<file path="src/pbu_pkg.sv">
// pbu_pkg: shared types and constants for the pixel block upscaler.
// No dependencies; imported by every module of the block.
`timescale 1ns / 1ps

package pbu_pkg;

  // Field widths fixed by the register map and the stream words
  localparam int WIDTH_W = 13;
  localparam int SCALE_W = 4;
  localparam int BPP_W   = 3;
  localparam int PIX_W   = 8;
  localparam int OFS_W   = 32;
  localparam int ADDR_W  = 5;
  localparam int DATA_W  = 32;
  localparam int IN_TDATA_W  = 24;
  localparam int OUT_TDATA_W = 56;

  // Register indexes (paddr[4:2])
  localparam logic [2:0] REG_WIDTH  = 3'd0;
  localparam logic [2:0] REG_HEIGHT = 3'd1;
  localparam logic [2:0] REG_SCALE  = 3'd2;
  localparam logic [2:0] REG_BPP    = 3'd3;
  localparam logic [2:0] REG_SWAP   = 3'd4;

  typedef struct packed {
    logic [WIDTH_W-1:0] image_width;
    logic [WIDTH_W-1:0] image_height;
    logic [SCALE_W-1:0] zoom;
    logic [BPP_W-1:0]   bytes_per_pixel;
    logic               swap_red_blue;
  } pbu_cfg_t;

  // Controller to datapath
  typedef struct packed {
    logic load;      // latch pixel, snapshot position, first products
    logic mul_a;     // stride and column byte products
    logic mul_b;     // row base product
    logic add_base;  // block start offset
    logic emit;      // load one result into the output register
  } pbu_cmd_t;

  // Datapath to controller
  typedef struct packed {
    logic blk_last;  // current write is the last of the block
    logic out_free;  // output register can take a word this cycle
  } pbu_sts_t;

endpackage

</file>
<file path="src/pbu_cfg.sv">
// pbu_cfg: APB-style register file for the upscaler settings.
// Depends on pbu_pkg.
`timescale 1ns / 1ps

module pbu_cfg (
  input  logic                         clk,
  input  logic                         rst_n,
  input  logic                         psel,
  input  logic                         penable,
  input  logic                         pwrite,
  input  logic [pbu_pkg::ADDR_W-1:0]   paddr,
  input  logic [pbu_pkg::DATA_W-1:0]   pwdata,
  output logic [pbu_pkg::DATA_W-1:0]   prdata,
  output pbu_pkg::pbu_cfg_t            cfg
);
  import pbu_pkg::*;

  pbu_cfg_t   cfg_r;
  logic       wr_en;
  logic [2:0] reg_idx;

  assign reg_idx = paddr[4:2];
  // pready is tied high, so setup plus access completes the write
  assign wr_en   = psel & penable & pwrite;

  always_ff @(posedge clk) begin
    if (!rst_n) begin
      cfg_r.image_width     <= WIDTH_W'(1);
      cfg_r.image_height    <= WIDTH_W'(1);
      cfg_r.zoom            <= SCALE_W'(1);
      cfg_r.bytes_per_pixel <= BPP_W'(3);
      cfg_r.swap_red_blue   <= 1'b1;
    end else if (wr_en) begin
      case (reg_idx)
        REG_WIDTH:  cfg_r.image_width     <= pwdata[WIDTH_W-1:0];
        REG_HEIGHT: cfg_r.image_height    <= pwdata[WIDTH_W-1:0];
        REG_SCALE:  cfg_r.zoom            <= pwdata[SCALE_W-1:0];
        REG_BPP:    cfg_r.bytes_per_pixel <= pwdata[BPP_W-1:0];
        REG_SWAP:   cfg_r.swap_red_blue   <= pwdata[0];
        default: begin
        end
      endcase
    end
  end

  always_comb begin
    case (reg_idx)
      REG_WIDTH:  prdata = DATA_W'(cfg_r.image_width);
      REG_HEIGHT: prdata = DATA_W'(cfg_r.image_height);
      REG_SCALE:  prdata = DATA_W'(cfg_r.zoom);
      REG_BPP:    prdata = DATA_W'(cfg_r.bytes_per_pixel);
      REG_SWAP:   prdata = DATA_W'(cfg_r.swap_red_blue);
      default:    prdata = '0;
    endcase
  end

  assign cfg = cfg_r;

endmodule

</file>
<file path="src/pbu_ctrl.sv">
// pbu_ctrl: sequencer for one source pixel: setup products, then one write
// per destination pixel of the block. Depends on pbu_pkg.
`timescale 1ns / 1ps

module pbu_ctrl (
  input  logic              clk,
  input  logic              rst_n,
  input  logic              in_valid,
  output logic              in_ready,
  input  pbu_pkg::pbu_sts_t sts,
  output pbu_pkg::pbu_cmd_t cmd
);
  import pbu_pkg::*;

  typedef enum logic [4:0] {
    ST_IDLE = 5'b00001,
    ST_MULA = 5'b00010,
    ST_MULB = 5'b00100,
    ST_ADD  = 5'b01000,
    ST_EMIT = 5'b10000
  } state_t;

  state_t state_r, state_nxt;

  always_comb begin
    cmd          = '0;
    in_ready     = 1'b0;
    state_nxt    = state_r;
    unique case (state_r)
      ST_IDLE: begin
        in_ready = 1'b1;
        if (in_valid) begin
          cmd.load  = 1'b1;
          state_nxt = ST_MULA;
        end
      end
      ST_MULA: begin
        cmd.mul_a = 1'b1;
        state_nxt = ST_MULB;
      end
      ST_MULB: begin
        cmd.mul_b = 1'b1;
        state_nxt = ST_ADD;
      end
      ST_ADD: begin
        cmd.add_base = 1'b1;
        state_nxt    = ST_EMIT;
      end
      ST_EMIT: begin
        if (sts.out_free) begin
          cmd.emit = 1'b1;
          if (sts.blk_last) state_nxt = ST_IDLE;
        end
      end
      default: state_nxt = ST_IDLE;
    endcase
  end

  always_ff @(posedge clk) begin
    if (!rst_n) state_r <= ST_IDLE;
    else        state_r <= state_nxt;
  end

endmodule

</file>
<file path="src/pbu_dpath.sv">
// pbu_dpath: position counters, offset arithmetic and output register.
// Depends on pbu_pkg; driven by pbu_ctrl commands.
`timescale 1ns / 1ps

module pbu_dpath #(
  parameter int MAX_WIDTH  = 4096,
  parameter int MAX_HEIGHT = 4096,
  parameter int MAX_SCALE  = 8
) (
  input  logic                              clk,
  input  logic                              rst_n,
  input  pbu_pkg::pbu_cfg_t                 cfg,
  input  pbu_pkg::pbu_cmd_t                 cmd,
  output pbu_pkg::pbu_sts_t                 sts,
  input  logic [pbu_pkg::IN_TDATA_W-1:0]    pix_in,
  output logic                              out_valid,
  input  logic                              out_ready,
  output logic [pbu_pkg::OUT_TDATA_W-1:0]   out_data,
  output logic                              out_blk,
  output logic                              out_img
);
  import pbu_pkg::*;

  localparam int CW   = (MAX_WIDTH  > 1) ? $clog2(MAX_WIDTH)  : 1;
  localparam int RW   = (MAX_HEIGHT > 1) ? $clog2(MAX_HEIGHT) : 1;
  localparam int SCW  = (MAX_SCALE  > 1) ? $clog2(MAX_SCALE)  : 1;
  localparam int DW   = 17;                   // clamped dimension, up to 65536
  localparam int RSW  = RW + SCALE_W;
  localparam int CSW  = CW + SCALE_W;
  localparam int WSW  = DW + SCALE_W;
  localparam int STW  = WSW + BPP_W;
  localparam int CSBW = CSW + BPP_W;
  localparam logic [DW-1:0]      MAX_W_V = DW'(MAX_WIDTH);
  localparam logic [DW-1:0]      MAX_H_V = DW'(MAX_HEIGHT);
  localparam logic [SCALE_W-1:0] MAX_S_V = SCALE_W'(MAX_SCALE);

  // clamped settings
  logic [DW-1:0]      w_c, h_c, wcfg, hcfg;
  logic [SCALE_W-1:0] s_c;
  logic [BPP_W-1:0]   bpp_c;
  logic               last_col, last_row;

  logic [CW-1:0]      col_r;
  logic [RW-1:0]      row_r;
  logic [PIX_W-1:0]   b1_r, b2_r, b3_r;
  logic               last_pos_r;
  logic [SCALE_W-1:0] s_r;
  logic [BPP_W-1:0]   bpp_r;
  logic [RSW-1:0]     rs_r;
  logic [CSW-1:0]     cs_r;
  logic [WSW-1:0]     ws_r;
  logic [STW-1:0]     strb_r;
  logic [CSBW-1:0]    csb_r;
  logic [OFS_W-1:0]   base_r, row_start_r, cur_r;
  logic [SCW-1:0]     ri_r, ci_r;
  logic               c_end, r_end;

  logic               out_valid_r;
  logic [OFS_W-1:0]   out_ofs_r;
  logic [PIX_W-1:0]   out_b1_r, out_b2_r, out_b3_r;
  logic               out_blk_r, out_img_r;

  assign wcfg = DW'(cfg.image_width);
  assign hcfg = DW'(cfg.image_height);

  always_comb begin
    w_c = wcfg;
    if (wcfg == '0)          w_c = DW'(1);
    else if (wcfg > MAX_W_V) w_c = MAX_W_V;
    h_c = hcfg;
    if (hcfg == '0)          h_c = DW'(1);
    else if (hcfg > MAX_H_V) h_c = MAX_H_V;
    s_c = cfg.zoom;
    if (cfg.zoom == '0)          s_c = SCALE_W'(1);
    else if (cfg.zoom > MAX_S_V) s_c = MAX_S_V;
    bpp_c = cfg.bytes_per_pixel;
    if (cfg.bytes_per_pixel < BPP_W'(3))      bpp_c = BPP_W'(3);
    else if (cfg.bytes_per_pixel > BPP_W'(4)) bpp_c = BPP_W'(4);
  end

  assign last_col = (DW'(col_r) + DW'(1)) >= w_c;
  assign last_row = (DW'(row_r) + DW'(1)) >= h_c;

  // source position; moves on as soon as the pixel is taken
  always_ff @(posedge clk) begin
    if (!rst_n) begin
      col_r <= '0;
      row_r <= '0;
    end else if (cmd.load) begin
      if (last_col) begin
        col_r <= '0;
        row_r <= last_row ? '0 : row_r + RW'(1);
      end else begin
        col_r <= col_r + CW'(1);
      end
    end
  end

  assign c_end = (SCALE_W'(ci_r) == s_r - SCALE_W'(1));
  assign r_end = (SCALE_W'(ri_r) == s_r - SCALE_W'(1));

  always_ff @(posedge clk) begin
    if (cmd.load) begin
      b1_r       <= cfg.swap_red_blue ? pix_in[23:16] : pix_in[7:0];
      b2_r       <= pix_in[15:8];
      b3_r       <= cfg.swap_red_blue ? pix_in[7:0] : pix_in[23:16];
      last_pos_r <= last_col & last_row;
      s_r        <= s_c;
      bpp_r      <= bpp_c;
      rs_r       <= RSW'(row_r) * RSW'(s_c);
      cs_r       <= CSW'(col_r) * CSW'(s_c);
      ws_r       <= WSW'(w_c) * WSW'(s_c);
    end
    if (cmd.mul_a) begin
      strb_r <= STW'(ws_r) * STW'(bpp_r);        // row stride in bytes
      csb_r  <= CSBW'(cs_r) * CSBW'(bpp_r);
    end
    if (cmd.mul_b) begin
      base_r <= OFS_W'(rs_r) * OFS_W'(strb_r);   // wraps modulo 2^32
    end
    if (cmd.add_base) begin
      row_start_r <= base_r + OFS_W'(csb_r);
      cur_r       <= base_r + OFS_W'(csb_r);
      ri_r        <= '0;
      ci_r        <= '0;
    end else if (cmd.emit) begin
      if (c_end) begin
        ci_r        <= '0;
        ri_r        <= ri_r + SCW'(1);
        row_start_r <= row_start_r + OFS_W'(strb_r);
        cur_r       <= row_start_r + OFS_W'(strb_r);
      end else begin
        ci_r  <= ci_r + SCW'(1);
        cur_r <= cur_r + OFS_W'(bpp_r);
      end
    end
  end

  // output register
  always_ff @(posedge clk) begin
    if (!rst_n) begin
      out_valid_r <= 1'b0;
    end else if (cmd.emit) begin
      out_valid_r <= 1'b1;
    end else if (out_ready) begin
      out_valid_r <= 1'b0;
    end
  end

  always_ff @(posedge clk) begin
    if (cmd.emit) begin
      out_ofs_r <= cur_r;
      out_b1_r  <= b1_r;
      out_b2_r  <= b2_r;
      out_b3_r  <= b3_r;
      out_blk_r <= c_end & r_end;
      out_img_r <= c_end & r_end & last_pos_r;
    end
  end

  assign sts.blk_last = c_end & r_end;
  assign sts.out_free = ~out_valid_r | out_ready;

  assign out_valid = out_valid_r;
  assign out_data  = {out_b3_r, out_b2_r, out_b1_r, out_ofs_r};
  assign out_blk   = out_blk_r;
  assign out_img   = out_img_r;

endmodule

</file>
<file path="src/pixel_block_upscaler.sv">
// Usage: nearest-neighbor integer upscaler for raster RGB streams.
// in_*  : one source pixel per word, raster order; tdata = {blue, green, red}.
// out_* : one destination write per word; tdata = {byte_third, byte_second,
//         byte_first, dest_offset}; tuser = block_done; tlast = image_done.
// cfg_* : APB-style registers at byte addresses 0x00 width, 0x04 height,
//         0x08 scale, 0x0C bytes per pixel, 0x10 red/blue swap. Write only
//         while idle; pready is always high.
// A pixel with scale s yields s*s writes. Once the pixel is taken, the setup
// states ST_MULA, ST_MULB and ST_ADD form the block's base offset in a
// multiplier chain; the sequencer then emits one write per cycle while the
// output register can take a word. The emit phase is bound by the single
// output register.
// in_tready is high only while the sequencer is idle; it stays high even if
// the last write of the previous pixel is still waiting at the output.
// When out_tready is low and a word is waiting at the output, the sequencer
// holds its place and the output word stays put; nothing is dropped.
// Reset (rst_n low, synchronous) restores register defaults and puts the
// position counters at the top-left pixel.
// Depends on pbu_pkg, pbu_cfg, pbu_ctrl and pbu_dpath.
`timescale 1ns / 1ps

module pixel_block_upscaler #(
  parameter int MAX_WIDTH  = 4096,
  parameter int MAX_HEIGHT = 4096,
  parameter int MAX_SCALE  = 8
) (
  input  logic                              clk,
  input  logic                              rst_n,
  // tdata: red[7:0], green[15:8], blue[23:16]
  input  logic [pbu_pkg::IN_TDATA_W-1:0]    in_tdata,
  input  logic                              in_tvalid,
  output logic                              in_tready,
  // tdata: dest_offset[31:0], byte_first[39:32], byte_second[47:40],
  //        byte_third[55:48]
  output logic [pbu_pkg::OUT_TDATA_W-1:0]   out_tdata,
  // tuser: block_done[0]
  output logic                              out_tuser,
  output logic                              out_tlast,
  output logic                              out_tvalid,
  input  logic                              out_tready,
  input  logic                              cfg_psel,
  input  logic                              cfg_penable,
  input  logic                              cfg_pwrite,
  input  logic [pbu_pkg::ADDR_W-1:0]        cfg_paddr,
  input  logic [pbu_pkg::DATA_W-1:0]        cfg_pwdata,
  output logic [pbu_pkg::DATA_W-1:0]        cfg_prdata,
  output logic                              cfg_pready
);
  import pbu_pkg::*;

  pbu_cfg_t cfg;
  pbu_cmd_t cmd;
  pbu_sts_t sts;
  logic     ready;

  assign cfg_pready = 1'b1;

  pbu_cfg u_cfg (
    .clk     (clk),
    .rst_n   (rst_n),
    .psel    (cfg_psel),
    .penable (cfg_penable),
    .pwrite  (cfg_pwrite),
    .paddr   (cfg_paddr),
    .pwdata  (cfg_pwdata),
    .prdata  (cfg_prdata),
    .cfg     (cfg)
  );

  pbu_ctrl u_ctrl (
    .clk      (clk),
    .rst_n    (rst_n),
    .in_valid (in_tvalid),
    .in_ready (ready),
    .sts      (sts),
    .cmd      (cmd)
  );

  pbu_dpath #(
    .MAX_WIDTH  (MAX_WIDTH),
    .MAX_HEIGHT (MAX_HEIGHT),
    .MAX_SCALE  (MAX_SCALE)
  ) u_dpath (
    .clk       (clk),
    .rst_n     (rst_n),
    .cfg       (cfg),
    .cmd       (cmd),
    .sts       (sts),
    .pix_in    (in_tdata),
    .out_valid (out_tvalid),
    .out_ready (out_tready),
    .out_data  (out_tdata),
    .out_blk   (out_tuser),
    .out_img   (out_tlast)
  );

  assign in_tready = ready;

endmodule

</file>
<file path="config.mk">
export PLATFORM = sky130hd
export DESIGN_NAME = pixel_block_upscaler
export DESIGN_NICKNAME = d
export VERILOG_FILES = /design/src/pbu_pkg.sv /design/src/pbu_cfg.sv /design/src/pbu_ctrl.sv /design/src/pbu_dpath.sv /design/src/pixel_block_upscaler.sv
export SDC_FILE = /design/constraint.sdc
export NUM_CORES = 2
export LEC_CHECK = 0
export BUFFER_PORTS_ARGS = -buffer_cell sky130_fd_sc_hd__buf_4
export CAP_MARGIN = 15
export CORE_MARGIN = 2
export CORE_UTILIZATION = 44
export CTS_CLUSTER_DIAMETER = 80
export DETAILED_ROUTE_END_ITERATION = 6
export PLACE_DENSITY_LB_ADDON = 0.08
export SLEW_MARGIN = 20
export SYNTH_ARGS = -nofsm -noshare
export SYNTH_HDL_FRONTEND = slang
export SYNTH_HIERARCHICAL = 1
export SYNTH_SLANG_ARGS = --single-unit
export TNS_END_PERCENT = 10
</file>
<file path="constraint.sdc">
create_clock -name clk -period 14.2 [get_ports clk]
set_clock_uncertainty 0.1 [all_clocks]
set_input_delay 2.84 -clock clk [delete_from_list [all_inputs] [get_ports clk]]
set_output_delay 2.84 -clock clk [all_outputs]
set_load 0.03 [all_outputs]
</file>
* Yosys cells after proc, flatten, opt, wreduce, memory -nomap -nowiden
Cells that the tools add are included.
Storage, ports and cells: bits in registers 352, bits of input ports 68, output and inout port bits 93, word-level logic and storage cells 124
Operators by class: add/sub/neg operators 10, multipliers 6, $lt $le $gt $ge 7, equality and inequality tests 14, multiplexer cells 33, bitwise operators 7, reductions and logical operators 16
Operator list (number):
- 32-bit two-way mux | 6
- 13-bit one-hot mux with 5 select lines | 1
- 17-bit greater-or-equal comparator | 2
- 17-bit logical NOT | 2
- 17-bit two-way mux | 2
- 32-bit by 19-bit adder with 32-bit output | 1
- 32-bit by 24-bit adder with 32-bit output | 1
- 32-bit by 3-bit adder with 32-bit output | 1
- 12-bit by 4-bit multiplier with 16-bit output | 2
- 16-bit by 24-bit multiplier with 32-bit output | 1
- 12-bit by 1-bit adder with 13-bit output, second input constant | 2
- 13-bit > comparator, second input constant | 2
- 13-bit two-way mux | 2
- 5-bit one-hot mux with 5 select lines | 1
- 12-bit by 1-bit adder with 12-bit output, second input constant | 2
- 21-bit by 3-bit multiplier with 24-bit output | 1
- 12-bit two-way mux | 2
- 17-bit by 4-bit multiplier with 21-bit output | 1
- 16-bit by 3-bit multiplier with 19-bit output | 1
- 8-bit two-way mux | 2
- 2-bit AND reduction | 8
- 5-bit two-way mux | 3
- 1-bit two-way mux | 10
- 3-bit by 4-bit == test with 1-bit output | 2
- 23 further kinds | 35

* Depth between registers and ports, before layout
depth in word-level cells 6, depth in mapped cells 25, mapped depth without buffers 23

* Cells and area by module
The synthesis kept the hierarchy.
Modules (own cells, without submodules):
- pbu_dpath | times used 1, cells each 3293, area each 31709.2 um2, sequential area each 8908.5 um2
- pbu_cfg | times used 1, cells each 194, area each 1796.7 um2, sequential area each 680.7 um2
- pbu_ctrl | times used 1, cells each 33, area each 271.5 um2, sequential area each 100.1 um2
- pixel_block_upscaler | times used 1, cells each 2, area each 11.3 um2, sequential area each 0.0 um2

* Worst setup path after synthesis
No wires, ideal clock.
path type input-to-output, start input port cfg_paddr[3] in the netlist's numbering, end output port cfg_prdata[10] in the netlist's numbering, arrival time 3.911 ns, required time 11.260 ns, slack 7.349 ns, stages 4, path buffers 2, path through buf_2 -> or2_2 -> clkbuf_1 -> nor2_1
Between the ends: word-level cells in the longest chain between the ends 2, elaborated cells on any way between the ends 6, classes of those cells 4 x eq/ne; 1 x mux; 1 x reduce/logical
RTL lines:
- start: declaration | line pixel_block_upscaler.sv:44 | input logic [pbu_pkg::ADDR_W-1:0] cfg_paddr,
- 3-bit == test, or another cell as far along | line pbu_cfg.sv:47 | case (reg_idx)
- 13-bit one-hot mux with 5 select lines * | line pbu_cfg.sv:47
- end: declaration | line pixel_block_upscaler.sv:46 | output logic [pbu_pkg::DATA_W-1:0] cfg_prdata,
Every way passes the cells marked *; elsewhere a longest branch is shown, timed or not.

* Worst setup path in the final report
start register u_dpath.rs_r[5], end register u_dpath.base_r[31], data pin
Between the ends: word-level cells in the longest chain between the ends 1
RTL lines:
- start: declaration | line pbu_dpath.sv:49 | logic [RSW-1:0] rs_r;
- start signal: assignment | line pbu_dpath.sv:110 | rs_r <= RSW'(row_r) * RSW'(s_c);
- 16-bit by 24-bit multiplier with 32-bit output | line pbu_dpath.sv:119 | base_r <= OFS_W'(rs_r) * OFS_W'(strb_r);
- end signal: assignment | line pbu_dpath.sv:119
- end: declaration | line pbu_dpath.sv:54 | logic [OFS_W-1:0] base_r, row_start_r, cur_r;
No other way between the ends. A chain may end at the register's enable or synchronous reset.

==> summary.txt <==
Placed design
  – IO buf count: 119
  – Routability cong.: 0.866
  – Place WS: 6.87 ns
  – Total placed cells including tap cells: 4544
  – Post-DP HPWL: 60900 microns
  – Placed Instance Area: 0.0355 sq mm

Worst hold path
  – Hold Path Class: reg -> reg
  – Hold path cells: 0
  – Sink of the worst hold path: u_dpath/out_b3_r[0]$_DFFE_PP_
  – Hold Path Origin: u_dpath/b3_r[0]$_DFFE_PP_

Worst setup path
  – Critical path cell sequence: nand2_1 -> fa_1 -> inv_1 -> fa_1 -> inv_1 -> fa_1 -> inv_1 -> fa_1 -> fa_1 -> inv_1 -> fa_1 -> inv_1 -> ha_1 -> and3_1 -> and3_1 -> nand4_1 -> a21oi_1 -> a2111o_1 -> nor3_1 -> o21bai_1 -> o31ai_1 -> xnor2_1
  – Worst Setup Path Type: reg -> reg
  – Crit-path most repeated cell: fa_1
  – CP top delay family: adder cells
  – Buf/Inv on CP: 5
  – CP arrival: 7.53 ns
  – Critical path's largest stage delay: 1.05 ns
  – Data required, critical path: 14.37 ns
  – Slowest-stage cell, CP: edfxtp_1
  – CP Launch Type: flip-flop
  – RR Endpoint: u_dpath/base_r[31]$_DFFE_PP_
  – Reg2reg path depth: 22
  – Critical path peak fanout: 21
  – Launching point of the worst reg2reg path: u_dpath/rs_r[5]$_DFFE_PP_
  – Critical path endpoint category: flip-flop
  – Reg2reg setup slack: 6.84 ns

Clocking
  – Root buffer cell: clkbuf_16
  – Post_cts resized: 0
  – CTS max path bufs: 3
  – H-Tree Depth: 2
  – CTS tree: done
  – Cts bufs inserted: 43
  – Clock-pin slew on the worst setup and hold paths: 0.06 ns
  – Clk_lat worst skew: 0.58 ns
  – Hold buffer count at CTS: 0
  – Clock Sinks: 346
  – Post CTS Setup Buffer Count: 0

Logic synthesis
  – Primary FF master, synth: edfxtp_1
  – Yosys warnings: 6
  – Gate Count Post-Synth: 3522
  – Synth cell types: 89
  – Asr flop ratio synth: 0%
  – EDFF count, synth: 276
  – Cell Area, Synth: 0.0338 sq mm
  – Syn avg cell area: 9.59 sq um
  – Yosys reg bits: 346
  – Register area share after synthesis: 28.7%

Status
  – Failing checks: design-rule violations
  – Status: finished, violations left

Floorplan
  – Die area: 0.0790 sq mm
  – Initial Utilization: 44.5%
  – # IOs: 161
  – Core footprint: 0.0759 sq mm
  – Site row count: 101
  – Die H: 281 microns
  – DIE WIDTH: 281 microns

Timing
  – Max Slew Vio Count: 0
  – Setup TNS: 0 ns
  – Max frequency: 0.136 GHz
  – Fin crit share: 51.8%
  – Final WS setup: 6.84 ns
  – Final hold vios: 0
  – Unrepaired setup endpoints after global routing: no
  – Worst-margin pin slew: 1.17 ns
  – Count of final setup violators: 0
  – Slew headroom: 22.2%
  – Period minus WS final: 7.36 ns

Drt
  – Final Routed Wirelength: 79700 microns
  – Drc violations: 2
  – Via count: 23845
  – Initial DRC count: 1170
  – DR WL met2: 38700 microns
  – Met3 wire len: 3060 microns
  – Uppermost layer routed: met4
  – Met1 Wirelength: 34800 microns
  – Via-to-Cell Ratio: 5.16
  – Post-route ant nets: 0
  – DR pass1 iterations: 7
  – Wire length per cell: 17.2 microns

Global routing
  – Initial antenna violation count: 0
  – Vias in the first global route: 25402
  – First-pass GRT wire length: 130000 microns
  – Largest net degree at the start of global routing: 73
  – Total track usage: 20.6%
  – Grt ovf: 0

Cells and area
  – Final core utilization: 48.5%
  – Final Cell Area: 0.0368 sq mm
  – Antenna diodes: 0
  – Final Net Count: 4234
  – Layout cell share with drive strength beyond 1: 7.91%
  – Non-filler instance count after layout: 4619
  – P&R area growth vs syn: 9.04%

Run
  – # Max-Cap Violations: 0

Pwr
  – Leak Pwr: 16.6 nW
  – P per Cell Area: 150 mW/mm^2
  – Maximum vdd ir drop: 0.000226 V
worst max-delay path by stage:
| stage | startpoint | cells past startpoint | endpoint | slack, ns |
|---|---|---|---|---|
| 6_report | u_dpath/rs_r[5]$_DFFE_PP_ | 22 | u_dpath/base_r[31]$_DFFE_PP_ | 6.84 |
| 5_1_grt | u_dpath/rs_r[5]$_DFFE_PP_ | 20 | u_dpath/base_r[30]$_DFFE_PP_ | 6.51 |
| 4_1_cts | u_dpath/rs_r[3]$_DFFE_PP_ | 19 | u_dpath/base_r[30]$_DFFE_PP_ | 6.85 |
| 3_5_place_dp | u_dpath/rs_r[3]$_DFFE_PP_ | 19 | u_dpath/base_r[30]$_DFFE_PP_ | 6.87 |
| 3_3_place_gp | u_dpath/rs_r[3]$_DFFE_PP_ | 19 | u_dpath/base_r[30]$_DFFE_PP_ | 6.96 |
| 2_1_floorplan | cfg_paddr[3] | 4 | cfg_prdata[10] | 7.35 |
per-layer routing:
metal	track usage, %	up-vias
li1	-	11520
met2	35.9	449
met5	0	-
met4	8.01	0
met3	2.61	141
met1	26.1	11735
state kept, by name (all words and copies together) (netlist names), 3 cells and up:
name,count
u_dpath/base_r,32
u_dpath/csb_r,19
u_dpath/rs_r,16
u_dpath/out_ofs_r,32
u_dpath/row_start_r,32
u_dpath/out_b2_r,8
u_dpath/ci_r,3
u_dpath/ws_r,18
u_dpath/strb_r,21
u_dpath/out_b1_r,8
u_ctrl/state_r,5
u_dpath/ri_r,3
u_dpath/cur_r,32
u_dpath/b1_r,8
u_dpath/cs_r,16
u_dpath/b2_r,8
u_cfg/cfg,34
u_dpath/out_b3_r,8
u_dpath/row_r,12
u_dpath/b3_r,8
u_dpath/s_r,4
u_dpath/bpp_r,3
u_dpath/col_r,12
stage by stage:
| step | hold slack [ns] | power [mW] |
|---|---|---|
| floorplan | 0.300 | 3.66 |
| global placement | 0.301 | 4.44 |
| detailed placement | 0.305 | 4.47 |
| CTS | 0.314 | 5.58 |
| global route | 0.322 | 6.04 |
| finish | 0.313 | 5.53 |
cells in the final DEF (no fill, tap or decap), drive strengths merged, types with 7 or more instances in the layout:
master,synthesis,final
a211oi,21,21
nor2,143,143
nor3,54,54
dfxtp,70,70
a31oi,13,13
inv,476,479
o22ai,9,9
mux2,21,21
mux2i,50,50
conb,2,20
o21bai,8,8
o211ai,8,8
nand2b,22,22
fa,353,353
nor4,10,10
ha,254,254
a21o,44,44
and3,31,31
o21a,39,39
buf,36,141
xnor2,130,130
a31o,7,7
nand2,530,530
or3,12,12
o21ai,106,106
nand3,64,64
a21oi,113,113
nor2b,48,48
edfxtp,276,276
nand3b,9,9
xor2,79,79
a21boi,21,21
clkbuf,131,59
and2,221,221
nand4,16,16
and4,7,7
clkinv,2,12
or2,15,15
synthesized netlist by cell type (all sizes together), types with 16 or more instances:
master  count  area [sq um]
a211oi     21           163
a21boi     21           161
a21o       44           330
a21oi     113           566
and2      221          1380
and3       31           195
buf        36           250
clkbuf    131           492
dfxtp      70          1400
edfxtp    276          8290
fa        353          7070
ha        254          3180
inv       476          1790
mux2       21           236
mux2i      50           500
nand2     530          1990
nand2b     22           138
nand3      64           320
nand4      16           100
nor2      143           542
nor2b      48           308
nor3       54           270
o21a       39           293
o21ai     106           531
xnor2     130          1140
xor2       79           692
layout make-up:
class	count	area (sq um)
clock buffer	59	1230
clock inverter	16	141
fill	7021	39100
inverter	478	1790
multi-input combinational	2549	21600
sequential	346	9690
tap	1030	1290
timing repair buffer	141	1060
logic make-up (layout without fill, tap and decap cells):
logic type	after synthesis	in the layout	share of synthesized area, %
buffers and inverters	645	694	7.51
muxes	73	73	2.31
and+or+nand+nor	1195	1195	17.0
other	2	20	0.0222
DFF	346	346	28.7
xor gates and xnor gates	209	209	5.42
AOI/OAI and AO/OA	445	445	8.70
adders and majority gates	607	607	30.3
report_power, final:
group / internal [mW] / leakage (nW) / switching [mW] / total (mW)
clock network: 0.629 / 0.676 / 0.441 / 1.07
logic: 1.30 / 12.8 / 1.83 / 3.13
registers: 1.28 / 3.10 / 0.0477 / 1.33
No activity file was read; power rests on OpenSTA's default activity.
